$ cat config.mk
export PLATFORM = sky130hd
export DESIGN_NAME = keyed_shift_list_store_top
export DESIGN_NICKNAME = d
export VERILOG_FILES = /design/src/hw/rtl/ksls_pkg.sv /design/src/hw/rtl/keyed_shift_list_store_top.sv /design/src/hw/rtl/ksls_ctrl.sv /design/src/hw/rtl/ksls_datapath.sv
export SDC_FILE = /design/constraint.sdc
export NUM_CORES = 1
export LEC_CHECK = 0
export BUFFER_PORTS_ARGS = -buffer_cell sky130_fd_sc_hd__buf_2
export CELL_PAD_IN_SITES_DETAIL_PLACEMENT = 0
export CELL_PAD_IN_SITES_GLOBAL_PLACEMENT = 1
export CORE_MARGIN = 2
export CORE_UTILIZATION = 23
export CTS_BUF_LIST = sky130_fd_sc_hd__clkbuf_4 sky130_fd_sc_hd__clkbuf_8
export CTS_CLUSTER_SIZE = 25
export DETAILED_ROUTE_END_ITERATION = 8
export GPL_ROUTABILITY_DRIVEN = 0
export PLACE_DENSITY_LB_ADDON = 0.1
export SYNTH_ARGS = -nofsm -noshare
export SYNTH_HDL_FRONTEND = slang
export SYNTH_SLANG_ARGS = --single-unit
$ cat constraint.sdc
create_clock -name clk -period 4.2 [get_ports clk]
set_input_delay 0.63 -clock clk [delete_from_list [all_inputs] [get_ports clk]]
set_output_delay 0.63 -clock clk [all_outputs]
set_load 0.03 [all_outputs]
$ cat src/hw/rtl/ksls_pkg.sv
// Shared types and constants for the keyed shift list store.
// No dependencies; used by every module of the block.
`default_nettype none

package ksls_pkg;

  localparam int DEPTH_DEF    = 16;
  localparam int KEY_BITS_DEF = 16;

  localparam int CAP_W    = 5;
  localparam int STATUS_W = 2;
  localparam int POS_W    = 4;
  localparam int COUNT_W  = 5;

  localparam logic [CAP_W-1:0] CAP_RESET = 5'd16;

  typedef enum logic {
    OP_INSERT = 1'b0,
    OP_REMOVE = 1'b1
  } op_t;

  typedef enum logic [STATUS_W-1:0] {
    ST_DONE    = 2'd0,
    ST_FULL    = 2'd1,
    ST_EMPTY   = 2'd2,
    ST_MISSING = 2'd3
  } status_t;

  // controller -> datapath
  typedef struct packed {
    logic    load;
    logic    insert;
    logic    scan_start;
    logic    scan_step;
    logic    close;
    logic    emit;
    status_t code;
  } ctrl_cmd_t;

  // datapath -> controller
  typedef struct packed {
    logic is_remove;
    logic full;
    logic empty;
    logic hit;
    logic last;
    logic out_free;
  } dp_stat_t;

endpackage

`default_nettype wire

$ cat src/hw/rtl/keyed_shift_list_store_top.sv
// Top level of the keyed shift list store: controller plus datapath.
// Depends on ksls_pkg, ksls_ctrl and ksls_datapath.
//
//   port group   dir   handshake              word
//   cfg          in    cfg_valid / cfg_ready  cfg_data (capacity)
//   in           in    in_valid / in_stall    opcode, item_key
//   out          out   out_valid / out_stall  status, found_position, entry_count
//
// One request at a time. Insert, and remove on an empty list: the result is
// registered from the execute state, and the next word is taken back in idle.
// Remove walks the list with one comparator, one slot per cycle: a hit passes
// through the close state before its result is registered, a miss ends at the
// last entry. A held result stalls the next one only at its final step.
// Synchronous reset empties the list and restores capacity to 16;
// cfg_ready is always high.
`default_nettype none

module keyed_shift_list_store_top #(
  parameter int DEPTH    = ksls_pkg::DEPTH_DEF,
  parameter int KEY_BITS = ksls_pkg::KEY_BITS_DEF
) (
  input  wire logic                          clk,
  input  wire logic                          rst,
  input  wire logic                          cfg_valid,
  output logic                               cfg_ready,
  input  wire logic [ksls_pkg::CAP_W-1:0]    cfg_data,
  input  wire logic                          in_valid,
  output logic                               in_stall,
  input  wire logic                          opcode,
  input  wire logic [KEY_BITS-1:0]           item_key,
  output logic                               out_valid,
  input  wire logic                          out_stall,
  output logic [ksls_pkg::STATUS_W-1:0]      status,
  output logic [ksls_pkg::POS_W-1:0]         found_position,
  output logic [ksls_pkg::COUNT_W-1:0]       entry_count
);

  ksls_pkg::ctrl_cmd_t cmd;
  ksls_pkg::dp_stat_t  stat;

  assign cfg_ready = 1'b1;

  ksls_ctrl u_ctrl (
    .clk      (clk),
    .rst      (rst),
    .in_valid (in_valid),
    .in_stall (in_stall),
    .stat     (stat),
    .cmd      (cmd)
  );

  ksls_datapath #(
    .DEPTH    (DEPTH),
    .KEY_BITS (KEY_BITS)
  ) u_dp (
    .clk            (clk),
    .rst            (rst),
    .cfg_wr         (cfg_valid && cfg_ready),
    .cfg_data       (cfg_data),
    .opcode         (opcode),
    .item_key       (item_key),
    .cmd            (cmd),
    .stat           (stat),
    .out_stall      (out_stall),
    .out_valid      (out_valid),
    .status         (status),
    .found_position (found_position),
    .entry_count    (entry_count)
  );

endmodule

`default_nettype wire

$ cat src/hw/rtl/ksls_ctrl.sv
// Sequencer for the keyed shift list store: accepts requests and steps
// the datapath through insert, scan and close. Depends on ksls_pkg.
`default_nettype none

module ksls_ctrl (
  input  wire logic                clk,
  input  wire logic                rst,
  input  wire logic                in_valid,
  output logic                     in_stall,
  input  wire ksls_pkg::dp_stat_t  stat,
  output ksls_pkg::ctrl_cmd_t      cmd
);

  typedef enum logic [1:0] {
    S_IDLE,
    S_EXEC,
    S_SCAN,
    S_CLOSE
  } state_t;

  state_t state;
  state_t state_next;

  assign in_stall = (state != S_IDLE);

  always_comb begin
    state_next     = state;
    cmd            = '0;
    cmd.code       = ksls_pkg::ST_DONE;
    case (state)
      S_IDLE: begin
        if (in_valid) begin
          cmd.load   = 1'b1;
          state_next = S_EXEC;
        end
      end
      S_EXEC: begin
        if (!stat.is_remove) begin
          if (stat.out_free) begin
            cmd.emit   = 1'b1;
            state_next = S_IDLE;
            if (stat.full) begin
              cmd.code = ksls_pkg::ST_FULL;
            end else begin
              cmd.insert = 1'b1;
            end
          end
        end else if (stat.empty) begin
          if (stat.out_free) begin
            cmd.emit   = 1'b1;
            cmd.code   = ksls_pkg::ST_EMPTY;
            state_next = S_IDLE;
          end
        end else begin
          cmd.scan_start = 1'b1;
          state_next     = S_SCAN;
        end
      end
      S_SCAN: begin
        if (stat.hit) begin
          state_next = S_CLOSE;        // scan index now holds the hit position
        end else if (stat.last) begin
          if (stat.out_free) begin
            cmd.emit   = 1'b1;
            cmd.code   = ksls_pkg::ST_MISSING;
            state_next = S_IDLE;
          end
        end else begin
          cmd.scan_step = 1'b1;
        end
      end
      S_CLOSE: begin
        if (stat.out_free) begin
          cmd.close  = 1'b1;
          cmd.emit   = 1'b1;
          state_next = S_IDLE;
        end
      end
      default: begin
        state_next = S_IDLE;
      end
    endcase
  end

  always_ff @(posedge clk) begin
    if (rst) begin
      state <= S_IDLE;
    end else begin
      state <= state_next;
    end
  end

endmodule

`default_nettype wire

$ cat src/hw/rtl/ksls_datapath.sv
// Datapath of the keyed shift list store: row of key cells, count, scan
// pointer, capacity register and result register. Depends on ksls_pkg.
`default_nettype none

module ksls_datapath #(
  parameter int DEPTH    = ksls_pkg::DEPTH_DEF,
  parameter int KEY_BITS = ksls_pkg::KEY_BITS_DEF
) (
  input  wire logic                          clk,
  input  wire logic                          rst,
  input  wire logic                          cfg_wr,
  input  wire logic [ksls_pkg::CAP_W-1:0]    cfg_data,
  input  wire logic                          opcode,
  input  wire logic [KEY_BITS-1:0]           item_key,
  input  wire ksls_pkg::ctrl_cmd_t           cmd,
  output ksls_pkg::dp_stat_t                 stat,
  input  wire logic                          out_stall,
  output logic                               out_valid,
  output logic [ksls_pkg::STATUS_W-1:0]      status,
  output logic [ksls_pkg::POS_W-1:0]         found_position,
  output logic [ksls_pkg::COUNT_W-1:0]       entry_count
);

  localparam int IDX_W = (DEPTH > 1) ? $clog2(DEPTH) : 1;
  localparam int CNT_W = $clog2(DEPTH + 1);
  localparam int CMP_W = (CNT_W > ksls_pkg::CAP_W) ? CNT_W : ksls_pkg::CAP_W;

  logic [KEY_BITS-1:0]        slots [DEPTH];
  logic [CNT_W-1:0]           held;
  logic [CNT_W-1:0]           held_next;
  logic [ksls_pkg::CAP_W-1:0] capacity;
  logic [IDX_W-1:0]           scan;
  logic [KEY_BITS-1:0]        key_r;
  ksls_pkg::op_t              op_r;

  always_comb begin
    held_next = held;
    if (cmd.insert) begin
      held_next = held + CNT_W'(1);
    end else if (cmd.close) begin
      held_next = held - CNT_W'(1);
    end
  end

  assign stat.is_remove = (op_r == ksls_pkg::OP_REMOVE);
  assign stat.full      = (CMP_W'(held) >= CMP_W'(capacity)) || (held == CNT_W'(DEPTH));
  assign stat.empty     = (held == '0);
  assign stat.hit       = (slots[scan] == key_r);
  assign stat.last      = ((CNT_W'(scan) + CNT_W'(1)) == held);
  assign stat.out_free  = !out_valid || !out_stall;

  // key cells: shift back on insert, close the gap at the scan point on remove
  always_ff @(posedge clk) begin
    for (int k = 0; k < DEPTH; k++) begin
      if (cmd.insert) begin
        if (k == 0) begin
          slots[k] <= key_r;
        end else begin
          slots[k] <= slots[k-1];
        end
      end else if (cmd.close && (k < DEPTH - 1) && (IDX_W'(k) >= scan)) begin
        slots[k] <= slots[k+1];
      end
    end
  end

  always_ff @(posedge clk) begin
    if (cmd.load) begin
      key_r <= item_key;
      op_r  <= ksls_pkg::op_t'(opcode);
    end
    if (cmd.scan_start) begin
      scan <= '0;
    end else if (cmd.scan_step) begin
      scan <= scan + IDX_W'(1);
    end
    if (cmd.emit) begin
      status         <= cmd.code;
      found_position <= cmd.close ? ksls_pkg::POS_W'(scan) : '0;
      entry_count    <= ksls_pkg::COUNT_W'(held_next);
    end
  end

  always_ff @(posedge clk) begin
    if (rst) begin
      held      <= '0;
      capacity  <= ksls_pkg::CAP_RESET;
      out_valid <= 1'b0;
    end else begin
      held <= held_next;
      if (cfg_wr) begin
        capacity <= cfg_data;
      end
      if (cmd.emit) begin
        out_valid <= 1'b1;
      end else if (!out_stall) begin
        out_valid <= 1'b0;
      end
    end
  end

endmodule

`default_nettype wire

==> impl_metrics.yaml <==
worst_setup_path:
  worstPathCellList: "buf_4, buf_4, mux4_2, mux2i_1, xnor2_1, nor2_1, a22oi_1, nor2_2, a211o_1, a21oi_2"
  critPathMostFrequentCell: "buf_4"
  cp_slowest_cell: "dfxtp_4"
  crit_type: "reg -> reg"
  crit_arrival_ns: 4.04
  path_max_fanout: 21
  cp_num_buf_inv: 2
  end_kind: "flop"
  crit_family: "compound AO/OA/AOI/OAI gates"
  cp-start-kind: "flop"
  max_stage_delay_ns: 0.68
  cp_data_required_time_ns: 4.49
yosys:
  yosysUniqueCellTypes: 56
  seq_area_frac_synth_pct: 58.0
  synth_flop_cell: "edfxtp_1"
  synth_edf_count: 284
  avgSynthCellArea_um2: 16.1
  yosys_warnings: 0
  synthArstFlopShare_pct: 0
  syn_area_mm2: 0.0154
  synthCells: 957
  synthesis.nets: 999
  ys_seq_elements: 305
sta:
  fin_skew_ns: 0.0290
  finalHoldViolCount: 0
  finalCritPeriodShare_pct: 89.3
  timing.fmax_ghz: 0.267
  slew_headroom_pct: 39.7
  tightest_slew_ns: 0.901
  drv_slew: 0
  layout_min_cycle_time_ns: 3.75
  setup_viol: 0
  rsz0062_at_grt: "false"
  setup_ws_ns: 0.451
cells_and_area:
  drive_above_1_share_pct: 46.6
  fillers: 6772
  multi_input_area_mm2: 0.00623
  fin_area_mm2: 0.0182
  final_core_util_pct: 27.5
  seqCellArea_mm2: 0.00896
  layout.cells.non_filler: 1983
  layout_commonest_cell: "edfxtp_1"
  final_cell_mix: "edfxtp_1 (284), mux2_2 (232), clkbuf_8 (64)"
  syn_to_final_growth_pct: 18.1
  layout.nets: 1114
clock_tree:
  cts_hold_buf: 0
  clock_latency_ns: 0.66
  cts_num_sinks: 305
  cts_inserted_buffers: 59
  htree_levels: 2
  root_buffer: "clkbuf_8"
  clock_path_buffers: 3
  cts_tree: "built"
  clk_pin_slew_ns: 0.06
global_routing:
  grt_pass1_vias: 9451
  antenna_found_initial: 3
  grt_max_degree: 25
  grt_pass1_wl_um: 70000
  gr-usage-all-layers_pct: 14.0
  overflow: 0
routing:
  drt-total-wl_um: 48300
  drc: 0
  ant_nets: 0
  drtIter0Drc: 561
  vias_per_cell: 4.48
  vias: 8880
  first_pass_iters: 4
  wl_per_cell_um: 24.3
power_and_ir_drop:
  p_leak_nw: 6.00
  irDropWorstVdd_v: 0.000205
  power.density_mw_per_mm2: 394
floorplan:
  placementRows: 94
  fp.dieH_um: 263
  chipWidth_um: 263
  start_util_pct: 23.3
  coreArea_mm2: 0.0661
  dieArea_mm2: 0.0692
  num_io_pins: 41
placed_design:
  io_buffers: 39
  place_inst: 1875
  dpl_cell_area_mm2: 0.0171
  pre_cts_ws_ns: -0.0171
  dp_hpwl_um: 32600
hold_path:
  hold_class: "in -> reg"
job:
  cap_violations: 0
run_status:
  status: "finished clean"
## cells by family after synthesis
kind of cell,count (synthesis),synth area share [%]
mux,344,29.2
flops,305,58.0
simple gates,122,3.91
buf+inv,65,2.11
compound gates,54,2.60
xor+xnor,51,2.90
fa+ha+maj,15,1.22
other cells,1,0.0243
## cell usage after synthesis (4+ instances only)
cell	count	area, um^2
dfxtp_1	21	420
buf_2	20	100
xnor2_1	32	280
xor2_1	19	166
a21oi_1	8	40.0
mux4_2	61	1370
buf_6	4	45.0
inv_1	15	56.3
o31ai_1	5	37.5
and2_1	8	50.1
edfxtp_1	284	8530
o21ai_0	7	35.0
clkbuf_1	16	60.1
nand2_1	37	139
buf_4	7	52.6
and3_1	4	25.0
nor2_1	28	105
mux2_1	10	113
mux2i_1	41	410
or3_1	8	50.1
o211ai_1	6	45.0
nand2b_1	9	56.3
mux2_2	232	2610
nand3_1	10	50.1
a21o_1	5	37.5
ha_1	15	188
## what timing repair did
item	CTS	global route
hold endpoints to repair	0	0
resized for setup	1	0
setup endpoints to repair	11	0
buffers inserted	0	0
## report_power, final
group	leakage (nW)	total (mW)	switching [mW]	internal [mW]
Sequential	2.80	3.69	0.158	3.53
Clock	0.623	2.96	1.37	1.59
Combinational	2.58	0.519	0.290	0.229
Total	6.00	7.17	1.82	5.35
## worst register-to-register path: stages (launching register included)
cell     delay, ns
dfxtp_4       0.68
buf_4         0.29
buf_4         0.19
mux4_2        0.50
mux2i_1       0.18
xnor2_1       0.16
nor2_1        0.06
a22oi_1       0.34
nor2_2        0.12
a211o_1       0.32
a21oi_2       0.55
## registers in the layout, indices dropped and copies added (netlist names), named ones only
signal,flops
u_dp.out_valid,1
u_dp.key_r,16
u_dp.entry_count,5
u_ctrl.state,2
u_dp.scan,4
u_dp.held,5
u_dp.capacity,5
u_dp.found_position,4
u_dp.op_r,1
u_dp.status,2
u_dp.slots,256
## path summary, 6_finish.rpt
| kind | from | to | slack, ns | depth (start not counted) |
|---|---|---|---|---|
| setup / recovery | flop | u_dp.entry_count[0] | 0.45 | 10 |
| hold / removal | item_key[9] | u_dp.key_r[9] | 0.14 | 1 |
| setup reg to reg | flop | u_dp.entry_count[0] | 0.45 | 10 |
| hold reg to reg | u_dp.slots[14][7] | u_dp.slots[15][7] | 0.48 | 0 |
## stage by stage
step / setup TNS, ns / hold slack (ns) / total power, mW
5_1_grt: 0 / 0.0783 / 7.50
6_report: 0 / 0.140 / 7.17
3_5_place_dp: -0.180 / 0.464 / 4.28
2_1_floorplan: 0 / 0.438 / 4.00
3_3_place_gp: 0 / 0.468 / 4.29
4_1_cts: 0 / 0.0600 / 7.33
## cell type report
cell class,instances,area share (%)
well taps,864,5.94
inverters,16,0.330
flip-flops and latches,305,49.2
diodes,1,0.0137
repair buffers,103,3.99
clock buffers,86,5.74
multi-input cells,587,34.2
clock inverters,21,0.570
## per-layer routing
layer | GRT usage [%] | part of all wire (%) | vias to the layer above
met5 | 0 | 0 | -
met1 | 19.0 | 47 | 4670
met2 | 22.8 | 48 | 136
li1 | - | - | 4006
met3 | 2.15 | 3.1 | 68
met4 | 4.57 | 2.3 | 0
Note: power is estimated with default switching activity, not from simulation.
